## src/rtl/core/fp8cvt_pkg.sv

```systemverilog
// Shared constants for the FP32 to FP8 E4M3 converter.
`timescale 1ns / 1ps
package fp8cvt_pkg;
	localparam logic [7:0] SAT_CODE = 8'h7E;
	localparam logic [7:0] NAN_CODE = 8'h7F;
	localparam logic [7:0] F32_BIAS = 8'd127;
	localparam logic [7:0] F8_BIAS  = 8'd7;
endpackage

```

## src/rtl/core/fp8cvt_core.sv

```systemverilog
// Combinational FP32 to E4M3 conversion datapath.
`timescale 1ns / 1ps
module fp8cvt_core (
	input  logic [31:0] value_bits,
	output logic [7:0]  fp8_byte
);
	logic        sgn;
	logic [7:0]  e;
	logic [22:0] man;
	logic [9:0]  e8;
	logic [23:0] sig_sh;
	logic [2:0]  top3;
	logic [7:0]  res;
	logic [7:0]  rnd;
	logic        up;

	always_comb begin
		sgn    = value_bits[31];
		e      = value_bits[30:23];
		man    = value_bits[22:0];
		// e8 = E - 120, two's complement
		e8     = {2'b00, e} - {2'b00, fp8cvt_pkg::F32_BIAS} + {2'b00, fp8cvt_pkg::F8_BIAS};
		sig_sh = {1'b1, man} >> (3'd1 - e8[2:0]);
		top3   = man[22:20];
		res    = {sgn, e8[3:0], top3};
		up     = value_bits[19] && ((value_bits[18:0] != 19'd0) || top3[0]);
		rnd    = res + {7'd0, up};
		if (value_bits[30:0] == 31'd0) begin
			fp8_byte = {sgn, 7'd0};
		end else if (e == 8'hFF) begin
			fp8_byte = (man != 23'd0) ? fp8cvt_pkg::NAN_CODE
				: ({sgn, 7'd0} | fp8cvt_pkg::SAT_CODE);
		end else if (!e8[9] && e8 >= 10'd15) begin
			fp8_byte = {sgn, 7'd0} | fp8cvt_pkg::SAT_CODE;
		end else if (e8[9] || e8 == 10'd0) begin
			if (e8[9] && e8 < 10'h3FD)
				fp8_byte = {sgn, 7'd0};
			else
				fp8_byte = {sgn, 4'd0, sig_sh[22:20]};
		end else if (rnd[6:0] == 7'h7F) begin
			fp8_byte = {sgn, 7'd0} | fp8cvt_pkg::SAT_CODE;
		end else begin
			fp8_byte = rnd;
		end
	end
endmodule

```

## src/rtl/core/fp32_to_fp8_e4m3_convert_unit.sv

```systemverilog
// Top level of the streaming FP32 to FP8 E4M3 converter.
`timescale 1ns / 1ps
// One FP32 pattern in, one E4M3 byte out per transaction, one per cycle
// sustained while m_tready stays high. The path is an input register, the
// conversion logic, then the output register. A transaction accepted into the
// input register is converted and captured in the output register before it
// is presented on the master side. The input side takes a transaction whenever
// the input register is empty or moves on this cycle. If a result waits on
// m_tready and the input register is also full, s_tready drops until the
// output drains. Normals round to nearest-even, subnormals truncate, overflow
// and infinity saturate to signed 0x7E, NaN gives 0x7F.
module fp32_to_fp8_e4m3_convert_unit (
	input  logic        clk,
	input  logic        arst_n,
	input  logic        s_tvalid,
	output logic        s_tready,
	input  logic [31:0] s_tdata,  // [31:0] value_bits
	output logic        m_tvalid,
	input  logic        m_tready,
	output logic [7:0]  m_tdata   // [7:0] fp8_byte
);
	logic        vld_s1;
	logic [31:0] data_s1;
	logic [7:0]  conv;
	logic        adv_s1;

	fp8cvt_core u_core (.value_bits(data_s1), .fp8_byte(conv));

	// output register free or draining this cycle
	assign adv_s1   = !m_tvalid || m_tready;
	assign s_tready = adv_s1 || !vld_s1;

	always_ff @(posedge clk or negedge arst_n) begin
		if (!arst_n) begin
			vld_s1   <= 1'b0;
			m_tvalid <= 1'b0;
		end else begin
			if (adv_s1) m_tvalid <= vld_s1;
			if (s_tready) vld_s1 <= s_tvalid;
		end
	end

	always_ff @(posedge clk) begin
		if (s_tready && s_tvalid) data_s1 <= s_tdata;
		if (adv_s1 && vld_s1) m_tdata <= conv;
	end

	a_hold: assert property (@(posedge clk) disable iff (!arst_n)
		m_tvalid && !m_tready |=> m_tvalid && $stable(m_tdata)) else $error("result lost");
	a_move: assert property (@(posedge clk) disable iff (!arst_n)
		vld_s1 && adv_s1 |=> m_tvalid) else $error("stage 1 item dropped");
	a_nan: assert property (@(posedge clk) disable iff (!arst_n)
		vld_s1 && data_s1[30:23] == 8'hFF && data_s1[22:0] != 23'd0 |->
		conv == fp8cvt_pkg::NAN_CODE) else $error("bad NaN code");
endmodule

```

## config.mk

```make
export PLATFORM = sky130hd
export DESIGN_NAME = fp32_to_fp8_e4m3_convert_unit
export DESIGN_NICKNAME = d
export VERILOG_FILES = /design/src/rtl/core/fp8cvt_pkg.sv /design/src/rtl/core/fp8cvt_core.sv /design/src/rtl/core/fp32_to_fp8_e4m3_convert_unit.sv
export SDC_FILE = /design/constraint.sdc
export NUM_CORES = 1
export LEC_CHECK = 0
export ABC_AREA = 0
export BUFFER_PORTS_ARGS = -buffer_cell sky130_fd_sc_hd__buf_2
export CORE_UTILIZATION = 59
export CTS_CLUSTER_SIZE = 40
export DETAILED_ROUTE_END_ITERATION = 12
export GPL_ROUTABILITY_DRIVEN = 0
export HOLD_SLACK_MARGIN = 0.15
export PLACE_DENSITY_LB_ADDON = 0.25
export SLEW_MARGIN = 30
export SYNTH_ARGS = -nofsm -noshare
export SYNTH_HDL_FRONTEND = slang
export SYNTH_HIERARCHICAL = 1
export SYNTH_SLANG_ARGS = --single-unit
export TNS_END_PERCENT = 30
```

## constraint.sdc

```tcl
create_clock -name clk -period 8.9 [get_ports clk]
set_input_delay 0.89 -clock clk [delete_from_list [all_inputs] [get_ports clk]]
set_output_delay 0.89 -clock clk [all_outputs]
set_load 0.05 [all_outputs]
```

==> results by group <==
Yosys
  • Dominant cell type by area after synthesis: edfxtp_1
  • Post-synthesis net count: 248
  • Top cells by area, synth: edfxtp_1, nand2_1, nand3_1
  • Synth top area share: 0.512
  • Seq/Total Area, Yosys: 0.534
  • Synth Instances: 207
  • Synthesized area per cell: 11.3 um^2
  • Post-synthesis async set-or-reset flop share: 0.0476
  • Post-synth EDFFs: 40
  • Most used DFF post-synth: edfxtp_1
  • Yosys reg bits: 42
  • Netlist cell types: 56
  • Synthesized area: 2340 um^2
  • Ys Warns: 6

Critical path
  • CP startpoint kind: register
  • FF-to-FF Start: data_s1[23]$_DFFE_PP_
  • Worst-path cell chain: inv_1 > ha_1 > nand2b_1 > or4_1 > o21a_1 > nor4b_1 > mux2_4 > a21o_4 > mux2_4 > a21o_1
  • Crit end category: register
  • Most frequent CP cell: mux2_4
  • Crit path DAT: 3590 ps
  • Reg2reg path depth: 10
  • R2r endpoint: m_tdata[0]$_DFFE_PP_
  • R2r setup slk: 5350 ps
  • Critical Path Source: data_s1[23]$_DFFE_PP_
  • Slowest stage delay, CP: 780 ps
  • Critical path class: register to register
  • Crit path max-delay cell type: edfxtp_1
  • Worst Path Max Fanout: 22
  • Worst EP required: 8940 ps

Cells and area
  • N_diodes: 0
  • Commonest cells after routing, fill and taps aside: buf_2, edfxtp_1, nand2_1
  • Area of the multi-input gates: 985 um^2
  • Layout area overhead: 12.2%
  • Fillers: 275
  • Layout net count: 285
  • Layout cells sized above 1: 0.249
  • Util after Layout: 0.703
  • Most common cell after layout, fill and taps aside: buf_2
  • Register area: 1250 um^2

STA
  • Fin crit period: 3550 ps
  • RSZ-0062 raised after global routing: false
  • Setup TNS Final: 0 ps
  • Least-Margin Pin Slew: 659 ps
  • Slew HR: 0.561
  • Slew Viols, Final: 0
  • Tcrit/Tclk final: 0.398
  • Clock skew: 5.42 ps
  • Fin worst setup slack: 5350 ps
  • FMAX: 282 MHz
  • Final Setup Violations: 0
  • Final Hold Viols: 0

Placement
  • DP HPWL: 3000 um
  • Port Buffers: 45
  • Pre-CTS worst setup slack: 5420 ps

Outcome
  • Outcome: complete, no violations

Route
  • DR WL/cell: 14.2 um
  • Total wire length: 4160 um
  • Antenna Nets Post-Route: 0
  • Vias post-DR: 1716
  • Initial DRC count: 143
  • Via/cell ratio: 5.86
  • Drt pass-1 iters: 4
  • Drc violations: 0

Floorplanning
  • Initial core utilization: 0.626
  • DIE WIDTH: 65.0 um
  • Die H: 65.0 um
  • Core Area: 3740 um^2
  • Core Rows: 22
  • Die ar.: 4230 um^2
  • Io pins: 46

Clock tree
  • Clock insertion delay at the later pin of the skew report: 280 ps
  • TritonCTS buffer count: 5
  • H-tree levels: 2
  • Setup bufs post-CTS: 0
  • CTS resizes: 0
  • Clock Sinks: 42
  • Clock slew at reported path FFs: 70 ps
  • Clock buffer depth: 2
  • Root Buffer: clkbuf_8
  • Hold Buf Count CTS: 0
  • TritonCTS clock tree: built

GRT
  • First-pass GRT wire length: 6990 um
  • Largest net degree at the start of global routing: 33
  • All-Layer GR Usage: 0.222
  • Met2 GRT Util: 0.363
  • GRT busiest layer: met2
  • Vias in the first global route: 1641
  • Grt ovf: 0
  • Initial antenna violation count: 0
  • Met3 GRT Util: 0.0528
  • Grt met1 use: 0.275

Pwr
  • VDD IR-drop max: 0.163 mV
  • Leakage power: 1.00 nW
  • PwrDens: 168 nW/um^2

Min path
  • Hold Path Class: input port to async pin

Job
  • MaxCap Viol Count: 0
==> worst max-delay path, delay by kind of cell, from the launching register on <==
family,cells,cell delay (ps)
simple gates,3,930
flops,1,780
mux,2,520
fa+ha+maj,1,470
compound gates,3,430
buf+inv,1,190
==> where the power goes <==
part / switching, mW / internal (mW) / total, mW
combinational: 0.0474 / 0.0303 / 0.0777
clock: 0.0565 / 0.0632 / 0.120
sequential: 0.0121 / 0.234 / 0.246
total: 0.116 / 0.327 / 0.443
==> sequential cells by signal, indices dropped and copies added, names as in the netlist <==
signal / count
data_s1: 32
m_tdata: 8
m_tvalid: 1
vld_s1: 1
==> synth_stat cells, types with 3 or more instances <==
cell and instances:
nor3_1 4, and2_1 3, nor3b_1 3, o21a_1 3, nand2b_1 5, nand2_1 21
o21ai_0 9, nor4_1 5, a21oi_1 4, o31ai_1 3, ha_1 5, buf_2 5
nor2_1 8, nand3_1 13, inv_1 5, edfxtp_1 40, buf_6 3, xnor2_1 6
mux2i_1 3, clkbuf_1 4, xor2_1 6
==> metal layers <==
metal  part of all wire  vias to the layer above
met2               0.50                       65
met1               0.43                      802
met5                  0                        -
met4             0.0079                        0
li1                   -                      845
met3              0.052                        4
==> worst max path at each step <==
stage	endpoint	slack [ps]	depth (start not counted)
2_1_floorplan	m_tdata[0]$_DFFE_PP_	5930	12
3_3_place_gp	m_tdata[0]$_DFFE_PP_	5580	10
3_5_place_dp	m_tdata[0]$_DFFE_PP_	5420	10
4_1_cts	m_tdata[0]$_DFFE_PP_	5390	10
5_1_grt	m_tdata[0]$_DFFE_PP_	5170	10
6_report	m_tdata[0]$_DFFE_PP_	5350	10
==> layout make-up <==
class	count	share of cell area
flip-flops and latches	42	0.476
well taps	48	0.0228
multi-input cells	145	0.374
inverters	5	0.00714
clock buffers	8	0.0343
repair buffers	45	0.0856
==> stage by stage <==
step	hold slack [ps]	area [um^2]	cells	power (mW)
2_1_floorplan	509	2340	207	0.308
3_3_place_gp	527	2540	285	0.324
3_5_place_dp	529	2540	285	0.327
4_1_cts	367	2630	293	0.444
5_1_grt	359	2630	293	0.463
6_report	375	2630	293	0.443
==> cell families after synthesis <==
| family | count (synthesis) | synth area share |
|---|---|---|
| simple gates | 82 | 0.196 |
| flops | 42 | 0.534 |
| compound gates | 41 | 0.126 |
| buf+inv | 20 | 0.0464 |
| xor+xnor | 12 | 0.0448 |
| mux | 5 | 0.0256 |
| fa+ha+maj | 5 | 0.0267 |
Power figures use the tool's default switching activity.
